<file path="src/hdl/dle_pkg.sv">
// Shared types, codes and opcode decode for the location-expression encoder.
`timescale 1ns / 1ps

package dle_pkg;

  // Request kinds carried on in_tuser
  localparam logic [1:0] REQ_GENERIC = 2'd0;
  localparam logic [1:0] REQ_ADDR    = 2'd1;
  localparam logic [1:0] REQ_CLEAR   = 2'd2;

  localparam logic [7:0] OP_ADDR   = 8'h03;
  localparam logic [31:0] NO_SYMBOL = 32'd0;

  // Configuration register index (byte address bit 2)
  localparam logic REG_BYTE_ORDER = 1'b0;

  // Result byte count of one item: up to 21, so 5 bits
  localparam int NB_W = 5;

  typedef enum logic [2:0] {
    ST_OK       = 3'd0,
    ST_BAD_OP   = 3'd1,
    ST_ADDR_GEN = 3'd2,
    ST_CONST8   = 3'd3,
    ST_BRANCH   = 3'd4,
    ST_TOO_LONG = 3'd5,
    ST_RELOC2   = 3'd6
  } status_t;

  typedef enum logic [3:0] {
    CL_NONE,
    CL_SLEB,
    CL_ULEB,
    CL_FIX1,
    CL_FIX2,
    CL_FIX4,
    CL_BREGX,
    CL_ADDR,
    CL_CONST8,
    CL_BRANCH,
    CL_BAD
  } op_class_t;

  typedef enum logic [1:0] {
    MD_LEB,
    MD_FIX_LE,
    MD_FIX_BE
  } shift_mode_t;

  // Controller to datapath
  typedef struct packed {
    logic capture;
    logic check;
    logic step;
  } dle_cmd_t;

  // Datapath to controller
  typedef struct packed {
    logic last_byte;
  } dle_sts_t;

  function automatic op_class_t op_class(input logic [7:0] op);
    op_class_t c;
    unique case (op) inside
      [8'h12:8'h14], [8'h16:8'h22], [8'h24:8'h27], [8'h29:8'h2e],
      [8'h30:8'h6f], 8'h06, 8'h96:      c = CL_NONE;
      [8'h70:8'h8f], 8'h11, 8'h91:      c = CL_SLEB;
      8'h10, 8'h23, 8'h90, 8'h93:       c = CL_ULEB;
      8'h08, 8'h09, 8'h15, 8'h94, 8'h95: c = CL_FIX1;
      8'h0a, 8'h0b:                     c = CL_FIX2;
      8'h0c, 8'h0d:                     c = CL_FIX4;
      8'h92:                            c = CL_BREGX;
      OP_ADDR:                          c = CL_ADDR;
      8'h0e, 8'h0f:                     c = CL_CONST8;
      8'h28, 8'h2f:                     c = CL_BRANCH;
      default:                          c = CL_BAD;
    endcase
    return c;
  endfunction

  // Unsigned LEB128 byte count: one past the highest nonzero 7-bit group
  function automatic logic [3:0] uleb_len(input logic [63:0] v);
    logic [3:0] n;
    n = 4'd1;
    for (int k = 1; k < 10; k++) begin
      if ((v >> (7 * k)) != 64'd0) n = 4'(k + 1);
    end
    return n;
  endfunction

  // Signed LEB128 byte count: fewest n with bits [63:7n-1] all equal
  function automatic logic [3:0] sleb_len(input logic [63:0] v);
    logic [3:0]  n;
    logic [63:0] t;
    n = 4'd10;
    for (int k = 9; k >= 1; k--) begin
      t = 64'($signed(v) >>> (7 * k - 1));
      if (t == 64'd0 || t == {64{1'b1}}) n = 4'(k);
    end
    return n;
  endfunction

endpackage

</file>
<file path="src/hdl/dwarf_loc_expr_encoder.sv">
// Top level of the DWARF location-expression encoder with LEB128 operands.
`timescale 1ns / 1ps

// Channel   Dir  Handshake          Payload
// in_       in   tvalid / tready    tdata: opcode, val1, val2, address, symbol
//                                   tuser: req_type
// out_      out  tvalid / tready    tdata: byte, offset, status, length, reloc
//                                   tlast: final result of the item
// cfg_      in   APB psel/penable   byte_order at byte address 0
//
// Each item is accepted in the idle state, checked in the check state and
// then emitted, one result byte per cycle while out_tready does not stall
// (up to 21 bytes for bregx); the byte shifter loaded at check sets the pace.
// The next item is taken the cycle after its predecessor's final result enters
// the output register, even while that result still waits.
// A stalled out_tready holds the output register and freezes emission.
// Reset is synchronous: length 0, no relocation, little endian.

module dwarf_loc_expr_encoder #(
  parameter int MAX_EXPR_BYTES = 64
) (
  input  logic         clk,
  input  logic         rst_n,

  input  logic         in_tvalid,
  output logic         in_tready,
  // [7:0] opcode, [71:8] val1, [135:72] val2, [167:136] address,
  // [199:168] symbol
  input  logic [199:0] in_tdata,
  // [1:0] req_type
  input  logic [1:0]   in_tuser,

  output logic         out_tvalid,
  input  logic         out_tready,
  // [7:0] out_byte, [13:8] byte_offset, [16:14] status, [23:17] expr_length,
  // [30:24] reloc_position, [62:31] reloc_symbol, [63] zero
  output logic [63:0]  out_tdata,
  output logic         out_tlast,

  input  logic         cfg_psel,
  input  logic         cfg_penable,
  input  logic         cfg_pwrite,
  input  logic [2:0]   cfg_paddr,
  input  logic [31:0]  cfg_pwdata,
  output logic [31:0]  cfg_prdata,
  output logic         cfg_pready
);
  import dle_pkg::*;

  dle_cmd_t    cmd;
  dle_sts_t    sts;
  logic        byte_order_r;
  logic        cfg_wr;
  logic [7:0]  o_byte;
  logic [5:0]  o_offset;
  logic [2:0]  o_status;
  logic [6:0]  o_length;
  logic [6:0]  o_rpos;
  logic [31:0] o_rsym;

  // Configuration: one word, written in the APB access phase
  assign cfg_pready = 1'b1;
  assign cfg_wr     = cfg_psel && cfg_penable && cfg_pwrite && cfg_pready;
  assign cfg_prdata = (cfg_paddr[2] == REG_BYTE_ORDER) ? {31'd0, byte_order_r} : 32'd0;

  always_ff @(posedge clk) begin
    if (!rst_n) begin
      byte_order_r <= 1'b0;
    end else if (cfg_wr && cfg_paddr[2] == REG_BYTE_ORDER) begin
      byte_order_r <= cfg_pwdata[0];
    end
  end

  dle_ctrl u_ctrl (
    .clk        (clk),
    .rst_n      (rst_n),
    .in_tvalid  (in_tvalid),
    .in_tready  (in_tready),
    .out_tvalid (out_tvalid),
    .out_tready (out_tready),
    .sts        (sts),
    .cmd        (cmd)
  );

  dle_dp #(
    .MAX_EXPR_BYTES (MAX_EXPR_BYTES)
  ) u_dp (
    .clk                (clk),
    .rst_n              (rst_n),
    .cmd                (cmd),
    .sts                (sts),
    .byte_order         (byte_order_r),
    .in_req_type        (in_tuser),
    .in_payload         (in_tdata),
    .out_byte           (o_byte),
    .out_byte_offset    (o_offset),
    .out_last           (out_tlast),
    .out_status         (o_status),
    .out_expr_length    (o_length),
    .out_reloc_position (o_rpos),
    .out_reloc_symbol   (o_rsym)
  );

  // Pack the result fields from the lowest bit up
  assign out_tdata = {1'b0, o_rsym, o_rpos, o_length, o_status, o_offset, o_byte};

endmodule

</file>
<file path="src/hdl/dle_ctrl.sv">
// Sequencer for the location-expression encoder: accept, check, emit bytes.
`timescale 1ns / 1ps

module dle_ctrl (
  input  logic              clk,
  input  logic              rst_n,
  input  logic              in_tvalid,
  output logic              in_tready,
  output logic              out_tvalid,
  input  logic              out_tready,
  input  dle_pkg::dle_sts_t sts,
  output dle_pkg::dle_cmd_t cmd
);
  import dle_pkg::*;

  typedef enum logic [2:0] {
    S_IDLE  = 3'b001,
    S_CHECK = 3'b010,
    S_EMIT  = 3'b100
  } state_t;

  state_t state_r, state_nxt;
  logic   out_valid_r, out_valid_nxt;
  logic   slot_free;

  assign in_tready  = (state_r == S_IDLE);
  assign out_tvalid = out_valid_r;
  assign slot_free  = !out_valid_r || out_tready;

  always_comb begin
    cmd.capture = in_tvalid && (state_r == S_IDLE);
    cmd.check   = (state_r == S_CHECK);
    cmd.step    = (state_r == S_EMIT) && slot_free;
  end

  always_comb begin
    state_nxt = state_r;
    unique case (state_r)
      S_IDLE:  if (in_tvalid) state_nxt = S_CHECK;
      S_CHECK: state_nxt = S_EMIT;
      S_EMIT:  if (cmd.step && sts.last_byte) state_nxt = S_IDLE;
      default: state_nxt = S_IDLE;
    endcase
  end

  always_comb begin
    out_valid_nxt = out_valid_r;
    if (cmd.step) begin
      out_valid_nxt = 1'b1;
    end else if (out_tready) begin
      out_valid_nxt = 1'b0;
    end
  end

  always_ff @(posedge clk) begin
    if (!rst_n) begin
      state_r     <= S_IDLE;
      out_valid_r <= 1'b0;
    end else begin
      state_r     <= state_nxt;
      out_valid_r <= out_valid_nxt;
    end
  end

  // An accepted item is always checked in the next cycle
  a_accept_to_check: assert property (@(posedge clk) disable iff (!rst_n)
    (in_tvalid && in_tready) |=> (state_r == S_CHECK))
    else $error("accepted item not followed by check");

  // The final byte of an item frees the input side in the next cycle
  a_last_frees_input: assert property (@(posedge clk) disable iff (!rst_n)
    (cmd.step && sts.last_byte) |=> in_tready)
    else $error("input not ready after final byte");

  // A byte never overwrites a result that is still waiting
  a_no_overwrite: assert property (@(posedge clk) disable iff (!rst_n)
    (out_valid_r && !out_tready) |-> !cmd.step)
    else $error("output register overwritten while stalled");

endmodule

</file>
<file path="src/hdl/dle_dp.sv">
// Datapath: item registers, length check, expression state and byte shifter.
`timescale 1ns / 1ps

module dle_dp #(
  parameter int MAX_EXPR_BYTES = 64
) (
  input  logic              clk,
  input  logic              rst_n,
  input  dle_pkg::dle_cmd_t cmd,
  output dle_pkg::dle_sts_t sts,
  input  logic              byte_order,
  input  logic [1:0]        in_req_type,
  input  logic [199:0]      in_payload,
  output logic [7:0]        out_byte,
  output logic [5:0]        out_byte_offset,
  output logic              out_last,
  output logic [2:0]        out_status,
  output logic [6:0]        out_expr_length,
  output logic [6:0]        out_reloc_position,
  output logic [31:0]       out_reloc_symbol
);
  import dle_pkg::*;

  localparam int OFFW = $clog2(MAX_EXPR_BYTES + 1);
  localparam int SUMW = OFFW + 1;
  localparam int EXTW = (OFFW > 7) ? OFFW : 7;

  // Captured item
  logic [1:0]  req_r;
  logic [7:0]  op_r;
  logic [63:0] v1_r;
  logic [63:0] v2_r;
  logic [31:0] addr_r;
  logic [31:0] sym_r;

  // Expression state
  logic [OFFW-1:0] next_off_r;
  logic [OFFW-1:0] reloc_off_r;
  logic [31:0]     reloc_sym_r;

  // Emission state
  logic [OFFW-1:0] start_r;
  logic [NB_W-1:0] n_r, n1_r, idx_r;
  logic [63:0]     sh_r;
  shift_mode_t     mode_r;
  status_t         st_r;
  logic            zero_r, is_addr_r, bregx_r, sgn_r;

  // Check-cycle decode
  op_class_t       cls;
  logic [3:0]      ulen1, slen1, slen2;
  logic [NB_W-1:0] m, n_chk, n1_chk;
  logic [SUMW-1:0] sum;
  logic            too_long, ok_emit, fixed;
  status_t         status;
  logic [63:0]     sh_load;

  // Step
  logic [7:0]      byte_nxt;
  logic            cont;
  logic [NB_W-1:0] last_idx;
  logic [OFFW-1:0] pos;
  logic [EXTW-1:0] pos_ext, len_ext, rpos_ext;

  always_comb begin
    cls   = op_class(op_r);
    ulen1 = uleb_len(v1_r);
    slen1 = sleb_len(v1_r);
    slen2 = sleb_len(v2_r);

    case (cls)
      CL_SLEB:  m = NB_W'(slen1);
      CL_ULEB:  m = NB_W'(ulen1);
      CL_FIX1:  m = NB_W'(1);
      CL_FIX2:  m = NB_W'(2);
      CL_FIX4:  m = NB_W'(4);
      CL_BREGX: m = NB_W'(ulen1) + NB_W'(slen2);
      default:  m = '0;
    endcase

    n_chk    = (req_r == REQ_ADDR) ? NB_W'(5) : m + NB_W'(1);
    sum      = SUMW'(next_off_r) + SUMW'(n_chk);
    too_long = sum > SUMW'(MAX_EXPR_BYTES);

    unique case (req_r)
      REQ_CLEAR: status = ST_OK;
      REQ_ADDR: begin
        if (too_long) status = ST_TOO_LONG;
        else if (reloc_off_r != '0) status = ST_RELOC2;
        else status = ST_OK;
      end
      REQ_GENERIC: begin
        case (cls)
          CL_BAD:    status = ST_BAD_OP;
          CL_ADDR:   status = ST_ADDR_GEN;
          CL_CONST8: status = ST_CONST8;
          CL_BRANCH: status = ST_BRANCH;
          default:   status = too_long ? ST_TOO_LONG : ST_OK;
        endcase
      end
      default: status = ST_BAD_OP;
    endcase
    ok_emit = (status == ST_OK) && (req_r != REQ_CLEAR);

    n1_chk = (cls == CL_BREGX && req_r == REQ_GENERIC) ? NB_W'(ulen1)
                                                       : n_chk - NB_W'(1);

    // Fixed-width operands: big endian loads left-aligned and shifts left
    fixed = (req_r == REQ_ADDR) || cls == CL_FIX1 || cls == CL_FIX2 ||
            cls == CL_FIX4;
    if (req_r == REQ_ADDR) begin
      sh_load = byte_order ? {addr_r, 32'd0} : {32'd0, addr_r};
    end else if (byte_order && cls == CL_FIX1) begin
      sh_load = {v1_r[7:0], 56'd0};
    end else if (byte_order && cls == CL_FIX2) begin
      sh_load = {v1_r[15:0], 48'd0};
    end else if (byte_order && cls == CL_FIX4) begin
      sh_load = {v1_r[31:0], 32'd0};
    end else begin
      sh_load = v1_r;
    end
  end

  // Item capture
  always_ff @(posedge clk) begin
    if (cmd.capture) begin
      req_r  <= in_req_type;
      op_r   <= in_payload[7:0];
      v1_r   <= in_payload[71:8];
      v2_r   <= in_payload[135:72];
      addr_r <= in_payload[167:136];
      sym_r  <= in_payload[199:168];
    end
  end

  // Expression state: commit at check
  always_ff @(posedge clk) begin
    if (!rst_n) begin
      next_off_r  <= '0;
      reloc_off_r <= '0;
      reloc_sym_r <= NO_SYMBOL;
    end else if (cmd.check) begin
      if (req_r == REQ_CLEAR) begin
        next_off_r  <= '0;
        reloc_off_r <= '0;
        reloc_sym_r <= NO_SYMBOL;
      end else if (ok_emit) begin
        next_off_r <= sum[OFFW-1:0];
        if (req_r == REQ_ADDR) begin
          reloc_off_r <= next_off_r + OFFW'(1);
          reloc_sym_r <= sym_r;
        end
      end
    end
  end

  always_comb begin
    last_idx = n_r - NB_W'(1);
    cont     = (idx_r != n1_r) && (idx_r != last_idx);
    if (idx_r == '0) begin
      byte_nxt = zero_r ? 8'd0 : (is_addr_r ? OP_ADDR : op_r);
    end else begin
      case (mode_r)
        MD_FIX_LE: byte_nxt = sh_r[7:0];
        MD_FIX_BE: byte_nxt = sh_r[63:56];
        default:   byte_nxt = {cont, sh_r[6:0]};
      endcase
    end
    pos      = start_r + OFFW'(idx_r);
    pos_ext  = EXTW'(pos);
    len_ext  = EXTW'(next_off_r);
    rpos_ext = EXTW'(reloc_off_r);
    sts.last_byte = (idx_r == last_idx);
  end

  // Emission sequencing and byte shifter; signed LEB128 shifts in the sign
  always_ff @(posedge clk) begin
    if (cmd.check) begin
      st_r      <= status;
      zero_r    <= !ok_emit;
      n_r       <= ok_emit ? n_chk : NB_W'(1);
      n1_r      <= n1_chk;
      idx_r     <= '0;
      sh_r      <= sh_load;
      mode_r    <= fixed ? (byte_order ? MD_FIX_BE : MD_FIX_LE) : MD_LEB;
      is_addr_r <= (req_r == REQ_ADDR);
      bregx_r   <= (req_r == REQ_GENERIC) && (cls == CL_BREGX);
      sgn_r     <= (req_r == REQ_GENERIC) && (cls == CL_SLEB);
      start_r   <= (req_r == REQ_CLEAR) ? '0 : next_off_r;
    end else if (cmd.step) begin
      idx_r <= idx_r + NB_W'(1);
      if (idx_r != '0) begin
        case (mode_r)
          MD_FIX_LE: sh_r <= sh_r >> 8;
          MD_FIX_BE: sh_r <= sh_r << 8;
          default: begin
            if (bregx_r && idx_r == n1_r) begin
              sh_r  <= v2_r;
              sgn_r <= 1'b1;
            end else if (sgn_r) begin
              sh_r <= 64'($signed(sh_r) >>> 7);
            end else begin
              sh_r <= sh_r >> 7;
            end
          end
        endcase
      end
    end
  end

  // Output register
  always_ff @(posedge clk) begin
    if (cmd.step) begin
      out_byte           <= byte_nxt;
      out_byte_offset    <= pos_ext[5:0];
      out_last           <= sts.last_byte;
      out_status         <= st_r;
      out_expr_length    <= len_ext[6:0];
      out_reloc_position <= rpos_ext[6:0];
      out_reloc_symbol   <= reloc_sym_r;
    end
  end

  a_len_bound: assert property (@(posedge clk) disable iff (!rst_n)
    SUMW'(next_off_r) <= SUMW'(MAX_EXPR_BYTES))
    else $error("expression length beyond buffer");

  // The relocated address lies wholly inside the expression
  a_reloc_inside: assert property (@(posedge clk) disable iff (!rst_n)
    (reloc_off_r != '0) |-> (SUMW'(reloc_off_r) + SUMW'(4) <= SUMW'(next_off_r)))
    else $error("relocation outside expression");

  // Every emitted byte of an accepted item falls below the committed length
  a_pos_inside: assert property (@(posedge clk) disable iff (!rst_n)
    (cmd.step && !zero_r) |-> (SUMW'(start_r) + SUMW'(idx_r) < SUMW'(next_off_r)))
    else $error("emitted byte beyond expression length");

endmodule

</file>
<file path="config.mk">
export PLATFORM = sky130hd
export DESIGN_NAME = dwarf_loc_expr_encoder
export DESIGN_NICKNAME = d
export VERILOG_FILES = /design/src/hdl/dle_pkg.sv /design/src/hdl/dwarf_loc_expr_encoder.sv /design/src/hdl/dle_ctrl.sv /design/src/hdl/dle_dp.sv
export SDC_FILE = /design/constraint.sdc
export NUM_CORES = 1
export LEC_CHECK = 0
export ABC_AREA = 1
export BUFFER_PORTS_ARGS = -buffer_cell sky130_fd_sc_hd__buf_2
export CAP_MARGIN = 20
export CORE_MARGIN = 5
export CORE_UTILIZATION = 30
export DETAILED_ROUTE_END_ITERATION = 10
export PLACE_DENSITY_LB_ADDON = 0.12
export REMOVE_ABC_BUFFERS = 1
export SYNTH_ARGS = -nofsm -noshare
export SYNTH_HDL_FRONTEND = slang
export SYNTH_SLANG_ARGS = --single-unit
export TNS_END_PERCENT = 1
</file>
<file path="constraint.sdc">
create_clock -name clk -period 9.15 [get_ports clk]
set_clock_uncertainty 0.05 [all_clocks]
set_input_delay 0.4575 -clock clk [delete_from_list [all_inputs] [get_ports clk]]
set_output_delay 0.4575 -clock clk [all_outputs]
set_load 0.01 [all_outputs]
</file>
---- Word level (Yosys, flattened, before mapping) ----
Index checks and enable logic that the tools add are counted.
storage, ports and cells
  output and inout bits ................... 100
  bits of input ports ..................... 244
  latch bits .............................. 0
  word-level logic and storage cells ...... 288
  memory bits (read-only) ................. 0
  memory bits (writable) .................. 0
  memories ................................ 0
  register bits after elaboration ......... 411
operators by class
  multiplexer cells ....................... 71
  reductions and logical operators ........ 96
  multiply operators ...................... 0
  equality and inequality tests ........... 67
  shift operators ......................... 0
  magnitude comparators ................... 13
  $add $sub $neg .......................... 8
  bitwise operators ....................... 1
  divide/modulo/power cells ............... 0
operator list
  operator                count
  $eq A64 B64 Y1 const B  18
  $logic_not A64 Y1       18
  $mux W64                10
  $reduce_bool A64 Y1     8
  $pmux W64 S2            1
  $mux W32                3
  $mux W4                 19
  $eq A8 B4 Y1 const B    8
  $eq A8 B8 Y1 const B    7
  $pmux W4 S10            1
  $mux W7                 5
  $pmux W5 S6             1
  $mux W3                 9
  $eq A8 B5 Y1 const B    3
  $eq A8 B6 Y1 const B    3
  $ge A8 B6 Y1 const B    3
  $le A8 B6 Y1 const B    3
  $mux W8                 3
  $logic_or A1 B1 Y1      22
  $logic_and A1 B1 Y1     20
  $pmux W3 S3             2
  $eq A4 B3 Y1 const B    4
  $ge A8 B5 Y1 const B    2
  $pmux W8 S2             1
  46 further kinds        82

---- Logic depth before layout (Yosys ltp) ----
Gate-level depths: netlist of the first run.
  depth after elaboration ................. 24
  mapped depth ............................ 47
  mapped depth without buffers ............ 45

---- Cells and area by module ----
Synthesis of the first run repeated with hierarchy kept, for this count alone.
second synthesis, totals
  cell total of the unflattened synthesis .. 2646
  area, all modules ....................... 22140.0 µm²
by module, submodules not included
  module                  seq. area each (µm²)  area an instance (µm²)  cells each  times used
  dle_dp                  11681.2               21593.2                 2564        1
  dwarf_loc_expr_encoder  20.0                  321.6                   47          1
  dle_ctrl                80.1                  225.2                   35          1

---- Least setup slack after synthesis of the first run ----
Ideal clock, no wire load.
  path type ............................... register to register
  from .................................... register u_ctrl.state_r[2]
  to ...................................... register u_dp.addr_r[0] (enable)
  path buffers ............................ 0
  required time ........................... 8.332 ns
  data arrival time ....................... 8.841 ns
  clock period less this slack ............ 9.659 ns
  setup slack ............................. -0.509 ns
  stages on the path, launching flop included .. 4
  setup time .............................. 0.768 ns
  cell sequence ........................... dfxtp_1 > inv_1 > nand3_1 > nor2_1
RTL lines
  item                    RTL line        source
  start, declared         dle_ctrl.sv:22  state_t state_r, state_nxt;
  start signal, assigned  dle_ctrl.sv:60  state_r <= state_nxt;
  end signal, assigned    dle_dp.sv:131   addr_r <= in_payload[167:136];
  end, declared           dle_dp.sv:33    logic [31:0] addr_r;

---- Final worst setup path of the first run ----
  from .................................... register u_dp.v2_r[50]
  to ...................................... register u_dp.next_off_r[1], in the netlist u_dp.len_ext[1]
between the ends
  cells in the longest elaborated chain, start to end .. 22
  elaborated cells on any way between the ends .. 44
  those cells by class .................... 3 x add/sub; 1 x order compare; 7 x eq/ne; 15 x mux; 18 x reduce/logical
RTL lines
  item                                                 RTL line       source
  start, declared                                      dle_dp.sv:32   logic [63:0] v2_r;
  start signal, assigned                               dle_dp.sv:130  v2_r <= in_payload[135:72];
  $eq A64 B64 Y1 or $logic_not A64 Y1 (tied branches)  dle_pkg.sv:98  if (t == 64'd0 || t == {64{1'b1}}) n = 4'(k);
  $logic_or A1 B1 Y1                                   dle_pkg.sv:98
  $mux W4 (6 in a row)                                 dle_pkg.sv:98
  $mux W4 *                                            dle_pkg.sv:98
  $add A4 B4 Y5 *                                      dle_dp.sv:77   CL_BREGX: m = NB_W'(ulen1) + NB_W'(slen2);
  $pmux W5 S6 *                                        dle_dp.sv:71   case (cls)
  $add A5 B1 Y5 *                                      dle_dp.sv:81   n_chk = (req_r == REQ_ADDR) ? NB_W'(5) : m + NB_W'(1);
  $mux W5 *                                            dle_dp.sv:81
  named net u_dp.n_chk[1]                              dle_dp.sv:52   logic [NB_W-1:0] m, n_chk, n1_chk;
  [... 2 more ...]                                     -
  $mux W3                                              dle_dp.sv:98   default: status = too_long ? ST_TOO_LONG : ST_OK;
  $pmux W3 S4                                          dle_dp.sv:93   case (cls)
  $pmux W3 S3 *                                        dle_dp.sv:85   unique case (req_r)
  named net u_dp.status[0]                             dle_dp.sv:55   status_t status;
  $logic_not A3 Y1 *                                   dle_dp.sv:103  ok_emit = (status == ST_OK) && (req_r != REQ_CLEAR);
  $logic_and A1 B1 Y1 *                                dle_dp.sv:103
  $reduce_bool A2 Y1 (no line) *                       -
  $reduce_and A2 Y1 (no line) *                        -
  end signal, assigned                                 dle_dp.sv:148  next_off_r <= sum[OFFW-1:0];
  end, declared                                        dle_dp.sv:37   logic [OFFW-1:0] next_off_r;
Mark *: on every way through the listed nets, which the timed path passes. The rest lies on a longest branch. The select of a mux whose other input is x is not followed.
A chain may end at the register's enable or synchronous reset.

==> results of run 1 <==
-- critical path, delay by kind of cell (launching register included) --
kind / cells / cell delay (ps)
simple gates: 19 / 2690
flops: 1 / 580
fa+ha+maj: 4 / 1470
compound gates: 8 / 1190
buf+inv: 6 / 840
xor+xnor: 1 / 160
-- worst max path at each step --
stage | cells after the start | endpoint | startpoint
after floorplan | 6 | u_dp.sh_r[63] | u_ctrl.state_r[1]
after global placement | 38 | u_dp.len_ext[5] | u_dp.v2_r[50]
after detailed placement | 38 | u_dp.len_ext[1] | u_dp.v2_r[63]
after CTS | 38 | u_dp.len_ext[1] | u_dp.v2_r[63]
after global routing | 38 | u_dp.len_ext[0] | u_dp.v2_r[50]
final | 38 | u_dp.len_ext[1] | u_dp.v2_r[50]
-- flip-flops by register name (all words and copies together) (netlist names), 7 cells and up --
signal and cells:
u_dp.reloc_sym_r 32, u_dp.out_reloc_symbol 32, u_dp.out_reloc_position 7, u_dp.v1_r 64, u_dp.op_r 8, u_dp.out_expr_length 7, u_dp.v2_r 64, u_dp.len_ext 7
u_dp.reloc_off_r 7, u_dp.sym_r 32, u_dp.addr_r 32, u_dp.sh_r 64, u_dp.out_byte 8
-- per-layer routing --
layer | up-vias | wire length (um) | global-route usage
li1 | 9222 | - | -
met1 | 9056 | 34200 | 0.268
met2 | 650 | 37600 | 0.327
met3 | 128 | 4990 | 0.0328
met4 | 0 | 2360 | 0.0574
met5 | - | 0 | 0
-- layout by cell type (no fill, tap or decap), types with 29 or more instances in the layout --
cell type        n
conb_1          33
nor2_1         276
edfxtp_1       355
ha_1            29
clkbuf_16       51
nand4_1         82
o21ai_0        151
dlygate4sd3_1  200
dfxtp_1         56
inv_1          378
nand3_1        113
nand2_1        389
buf_2          277
a21oi_1        171
nor3_1          47
-- area by class of cell --
| class | instances | area [sq um] | area share |
|---|---|---|---|
| repair buffers | 497 | 3550 | 0.129 |
| inverters | 393 | 1480 | 0.0536 |
| well taps | 950 | 1190 | 0.0432 |
| clock inverters | 28 | 377 | 0.0137 |
| flip-flops and latches | 411 | 11800 | 0.428 |
| multi-input cells | 1529 | 7800 | 0.283 |
| clock buffers | 63 | 1360 | 0.0494 |
-- cells by family (layout without fill, tap and decap cells) --
group | Yosys count | in the layout | share of synthesized area
xor gates and xnor gates | 16 | 16 | 0.00651
other | 2 | 33 | 0.000349
adders and majority gates | 32 | 32 | 0.0196
AOI/OAI and AO/OA | 484 | 484 | 0.135
buffers and inverters | 521 | 981 | 0.0978
DFF | 411 | 411 | 0.547
and+or+nand+nor | 964 | 964 | 0.194
-- power groups by stage --
stage	Sequential, mW	Clock, mW	Combinational [mW]
floorplan	2.24	0	0.235
global placement	2.28	0	0.405
detailed placement	2.28	0	0.409
CTS	2.24	2.15	0.478
global route	2.24	2.22	0.526
finish	2.24	2.08	0.474
-- stage by stage --
step	TNS [ps]	instance area, sq um
after global placement	0	23800
after detailed placement	0	23800
after CTS	0	27500
final	0	27500
after global routing	0	27500
after floorplan	-378100	21000
==> results.md, run 1 <==
* Die H at roughly 280 um
* Flip-flop and latch count after synthesis at 411
* RSZ-0062 raised after global routing: false
* Fin crit share at 0.781
* Hold Crit Class: in -> reg
* Vias in the first global route at 19000
* Num rows at between 90 and 100
* Final Slew Violations at 0
* Max incr delay on CP at 580 ps
* Final setup vio count at 0
* Clock-pin slew on the worst setup and hold paths at 60 ps
* Hold path depth at 2
* Seq/Total Area, Yosys at 0.547
* Largest area contributor in the netlist: edfxtp_1
* Crit path max fanout at 40
* PortBufs at 277
* EDFF count, synth at roughly 360
* Ys Warns at 0
* Die ar. at roughly 0.077 sq mm
* PD cells at around 170 mW/mm^2
* Wire length per cell at 20.4 um
* Hold path endpoint: byte_order_r
* Min Tclk post-route at 7150 ps
* Clock power frac at 0.434
* IO Count at 344
* Cells after DPL at ~3600
* Detail Placement HPWL at 57.8 mm
* Post-CTS Resized at 0
* Share of post-route cells with drive strength above 1 at 0.138
* NetSw at between 1 and 1.5 mW
* Power share of the combinational group at 0.099
* Non-Filler Instances at 3871
* Area delta synth->final at 27.8%
* Initial Utilization at 0.302
* Least-Margin Pin Slew at 1290 ps
* Status: finished, final reports clean
* Die width at 278 um
* Initial antenna violation count at 2
* Clock sink total at 411
* Design Power at approximately 4.8 mW
* Critical R2R Launch: u_dp.v2_r[50]
* Avg Vias per Cell at 4.92
* Total gr overflow at 0
* Worst skew pair latency at 610 ps
* Slowest CP cell: edfxtp_1
* Cell leakage power at 11.1 nW
* Nets at between 3000 and 4000
* Routability cong. at 0.911
* Fillers at around 7300
* Hold Slack at 66.3 ps
* Final core occ at 0.386
* Fraction of registers with async set/reset at 0
* Sw Ratio at 0.255
* Slew headroom at 0.140
* Most used cell, CP: nand2_1
* Total detailed-routing wirelength at roughly 80 mm
* Syn Area/Cell at 8.86 sq um
* Antenna-violating nets left at 0
* Largest net degree at the start of global routing at 166
* Fmax at 140 MHz
* Cell Int Power at 3.57 mW
* Total number of vias at around 19000
* Final Hold Fails at 0
* CORE AREA at 0.0714 sq mm
* Startpoint Class: register
* R2R setup slack at 2000 ps
* Total track usage at 0.197
* Share of the synthesized area in the top cell type at 0.495
* # diodes at 0
* Primary FF master, synth: edfxtp_1
* Reg2reg path depth at 38
* Seq pwr share at 0.467
* Critical R2R Capture: u_dp.len_ext[1]
* Hold Startpoint: cfg_pwdata[0]
* WP data arrival at 7580 ps
* Max-Cap Viols at 0
* Data required, critical path at 9580 ps
* Pre-CTS setup slack at 2000 ps
* Post-synthesis cell type count at 59
* CTS Buf Count at 50
* Commonest cells in the netlist: nand2_1, inv_1, edfxtp_1
* CTS tree: done
* # DRC at 0
* Synth Instances at 2430
* Root buf cell: clkbuf_16
* # H-tree levels at 2
* Crit. End Element: register
* Post-CTS Hold Buffers at 200
* 1st-iter DRT viols at 1566
* Pre-Repair DR Iteration Count at 6
* Area of the mapped netlist at 0.0215 sq mm
* Clock buffer depth at 3
* First-pass GRT wire length at 118 mm
* Crit Path Class: reg -> reg
* VDD IR max at 0.132 mV
* Top-count cell post-synth: nand2_1
* Synth area leaders: edfxtp_1, nand2_1, inv_1
* Final WS setup at 2000 ps
* Post-CTS setup buffers at 0
Power figures use the tool's default switching activity.
==> run 2, diff against run 1 <==
Clock period 9.15 ns to 6.1 ns, I/O delays scaled along.
==> run 2 against run 1 <==
Non-clock buffer count grew 230. Critical endpoint is now u_dp.reloc_sym_r[1]. Critical path type unchanged. Design area grew 8.2%. Maximum frequency grew 20%. Sequential share of layout area shrank 3.2 points. Final cell count grew 5.9%.
==> results.md, run 2 (synthesis results as in run 1) <==
* Status: finished, final reports clean (unchanged)
* Vias in the first global route at 19400 (was 19000)
* Cell Int Power at 5.41 mW (was 3.57 mW)
* Initial antenna violation count at 0 (was 2)
* Fin area at 0.0298 sq mm (was 0.0275 sq mm)
* Design Power at 7.28 mW (was 4.79 mW)
* Wire length per cell at 20.2 um (was 20.4 um)
* Critical R2R Capture: u_dp.reloc_sym_r[1] (was u_dp.len_ext[1])
* Fin crit share at 0.979 (was 0.781)
* Final setup vio count at 0 (unchanged)
* CORE AREA at 0.0714 sq mm (unchanged)
* # diodes at 0 (unchanged)
* Crit. End Element: register (unchanged)
* # DRC at 0 (unchanged)
* Min Tclk post-route at 5970 ps (was 7150 ps)
* Clock sink total at 411 (unchanged)
* Met3 Usage GRT at 0.0263 (was 0.0328)
* CTS Buf Count at 49 (was 50)
* First-pass GRT wire length at 121 mm (was 118 mm)
* Clock-pin slew on the worst setup and hold paths at 60 ps (about the same)
* Die H at 278 um (unchanged)
* Total gr overflow at 0 (unchanged)
* Most frequent cells in the layout: inv_1, nand2_1, edfxtp_1 (was nand2_1, inv_1, edfxtp_1)
* Final WS setup at 129 ps (was 2000 ps)
* Clock power frac at 0.417 (was 0.434)
* Seq pwr share at 0.454 (was 0.467)
* Pre-Repair DR Iteration Count at 5 (was 6)
* CP Launch Point: u_dp.v2_r[28] (was u_dp.v2_r[50])
* Clock buffer depth at 3 (unchanged)
* IO Count at 344 (unchanged)
* Final Slew Violations at 0 (unchanged)
* Largest net degree at the start of global routing at 128 (was 166)
* Final core occ at 0.418 (was 0.386)
* Critical R2R Launch: u_dp.v2_r[28] (was u_dp.v2_r[50])
* WP data arrival at 6440 ps (was 7580 ps)
* Total track usage at 0.203 (was 0.197)
* Detail Placement HPWL at 61.2 mm (was 57.8 mm)
* Slew headroom at 0.313 (was 0.140)
* Max-Cap Viols at 0 (unchanged)
* PD cells at 244 mW/mm^2 (was 174 mW/mm^2)
* NetSw at 1.87 mW (was 1.22 mW)
* Largest regs: u_dp.sh_r x64, u_dp.v1_r x64, u_dp.v2_r x64 (unchanged)
* Total detailed-routing wirelength at 82.9 mm (was 79.1 mm)
* PortBufs at 277 (unchanged)
* Hold Crit Class: in -> reg (unchanged)
* VDD IR max at 0.178 mV (was 0.132 mV)
* Pre-CTS setup slack at -184 ps (was 2000 ps)
* Avg Vias per Cell at 4.84 (was 4.92)
* Final Hold Fails at 0 (unchanged)
* Nets at 3387 (was 3158)
* Root buf cell: clkbuf_16 (unchanged)
* Most common cell after layout, fill and taps aside: inv_1 (was nand2_1)
* Busiest grt layer: met2 (unchanged)
* Reg2reg path depth at 38 (unchanged)
* Area delta synth->final at 38.4% (was 27.8%)
* Startpoint Class: register (unchanged)
* CTS tree: done (unchanged)
* Die ar. at 0.0773 sq mm (unchanged)
* Total number of vias at 19900 (was 19100)
* Max incr delay on CP at 520 ps (was 580 ps)
* Data required, critical path at 6570 ps (was 9580 ps)
* Antenna-violating nets left at 0 (unchanged)
* Slowest CP cell: fa_2 (was edfxtp_1)
* 1st-iter DRT viols at 1602 (was 1566)
* Num rows at 98 (unchanged)
* Crit path max fanout at 6 (was 40)
* Least-Margin Pin Slew at 1030 ps (was 1290 ps)
* Cell leakage power at 12.3 nW (was 11.1 nW)
* Hold path depth at 3 (was 2)
* Most used cell, CP: nand2_2 (was nand2_1)
* Met2 GRT Util at 0.333 (was 0.327)
* Worst skew pair latency at 600 ps (was 610 ps)
* Post-DP Area at 0.0254 sq mm (was 0.0238 sq mm)
* Power share of the combinational group at 0.129 (was 0.099)
* Crit Path Class: reg -> reg (unchanged)
* Routability cong. at 0.923 (was 0.911)
* Initial Utilization at 0.302 (unchanged)
* # H-tree levels at 2 (unchanged)
* Die width at 278 um (unchanged)
* Fmax at 167 MHz (was 140 MHz)
* Share of post-route cells with drive strength above 1 at 0.232 (was 0.138)
* Sw Ratio at 0.257 (was 0.255)
* R2R setup slack at 130 ps (was 2000 ps)
* Hold Startpoint: in_tvalid (was cfg_pwdata[0])
* RSZ-0062 raised after global routing: true (was false)
* Setup crit end: u_dp.reloc_sym_r[1] (was u_dp.len_ext[1])
* GR Util met1 at 0.280 (was 0.268)
run 2: changes by cell type in the layout (fill, tap and decap cells not counted), moves of 6 or more:
cell / before / now
nor2_1: 276 / 257
nor3_2: 2 / 8
nor3_1: 47 / 40
inv_1: 378 / 369
nand2_1: 389 / 361
nor4_1: 24 / 11
nand2_2: 1 / 27
nor2_2: 5 / 22
a21oi_2: 1 / 8
buf_4: 19 / 232
a21oi_1: 171 / 163
nor4_2: 0 / 11
inv_2: 8 / 17
run 2: power groups by stage:
stage	combinational (mW)	sequential (mW)	clock [mW]
after floorplan	0.352	3.36	0
after global placement	0.785	3.36	0
after detailed placement	0.788	3.36	0
after CTS	0.908	3.30	3.11
after global routing	1.02	3.31	3.22
final	0.939	3.30	3.04
run 2: worst max-delay path, delay by kind of cell (launching register included):
family,cells,cell delay [ps]
and+or+nand+nor,19,2200
adders and majority gates,4,1370
AOI/OAI and AO/OA,6,890
buffers and inverters,8,810
DFF,1,440
xor gates and xnor gates,1,120
run 2: worst min-delay path by stage:
stage,to,slack [ps]
global placement,u_dp.out_status[0],350
finish,u_ctrl.state_r[1],40
floorplan,u_dp.out_status[0],350
global route,u_ctrl.state_r[1],40
CTS,u_ctrl.state_r[1],40
detailed placement,u_dp.out_status[2],350
run 2: metal layers:
| metal | vias to the layer above | wire length [um] | part of all wire |
|---|---|---|---|
| met2 | 591 | 38700 | 0.47 |
| met1 | 9459 | 37100 | 0.45 |
| met4 | 0 | 2760 | 0.033 |
| met5 | - | 0 | 0 |
| li1 | 9677 | - | - |
| met3 | 131 | 4290 | 0.052 |
run 2: what timing repair did:
action | in CTS | in global routing
hold buffers | 205 | 0
cloned | 1 | 4
buffers inserted | 0 | 9
hold endpoints to repair | 204 | 0
gates resized for setup | 14 | 108
setup endpoints to repair | 49 | 54
pin swaps | 1 | 70
run 2: metrics by stage:
stage / std cells / hold slack, ps / TNS, ps
after floorplan: 2333 / 350 / -1521220
after global placement: 3793 / 352 / -2000
after detailed placement: 3793 / 355 / -1900
after CTS: 4089 / 35.7 / 0
after global routing: 4100 / 43.0 / -12750
final: 4100 / 38.1 / 0
run 2: layout make-up:
class	count	area, sq um
Fill cell	7109	41600
Clock buffer	66	1350
Tap cell	950	1190
Inverter	393	1480
Multi-Input combinational cell	1529	8260
Clock inverter	24	319
Timing Repair Buffer	727	5430
Sequential cell	411	11800
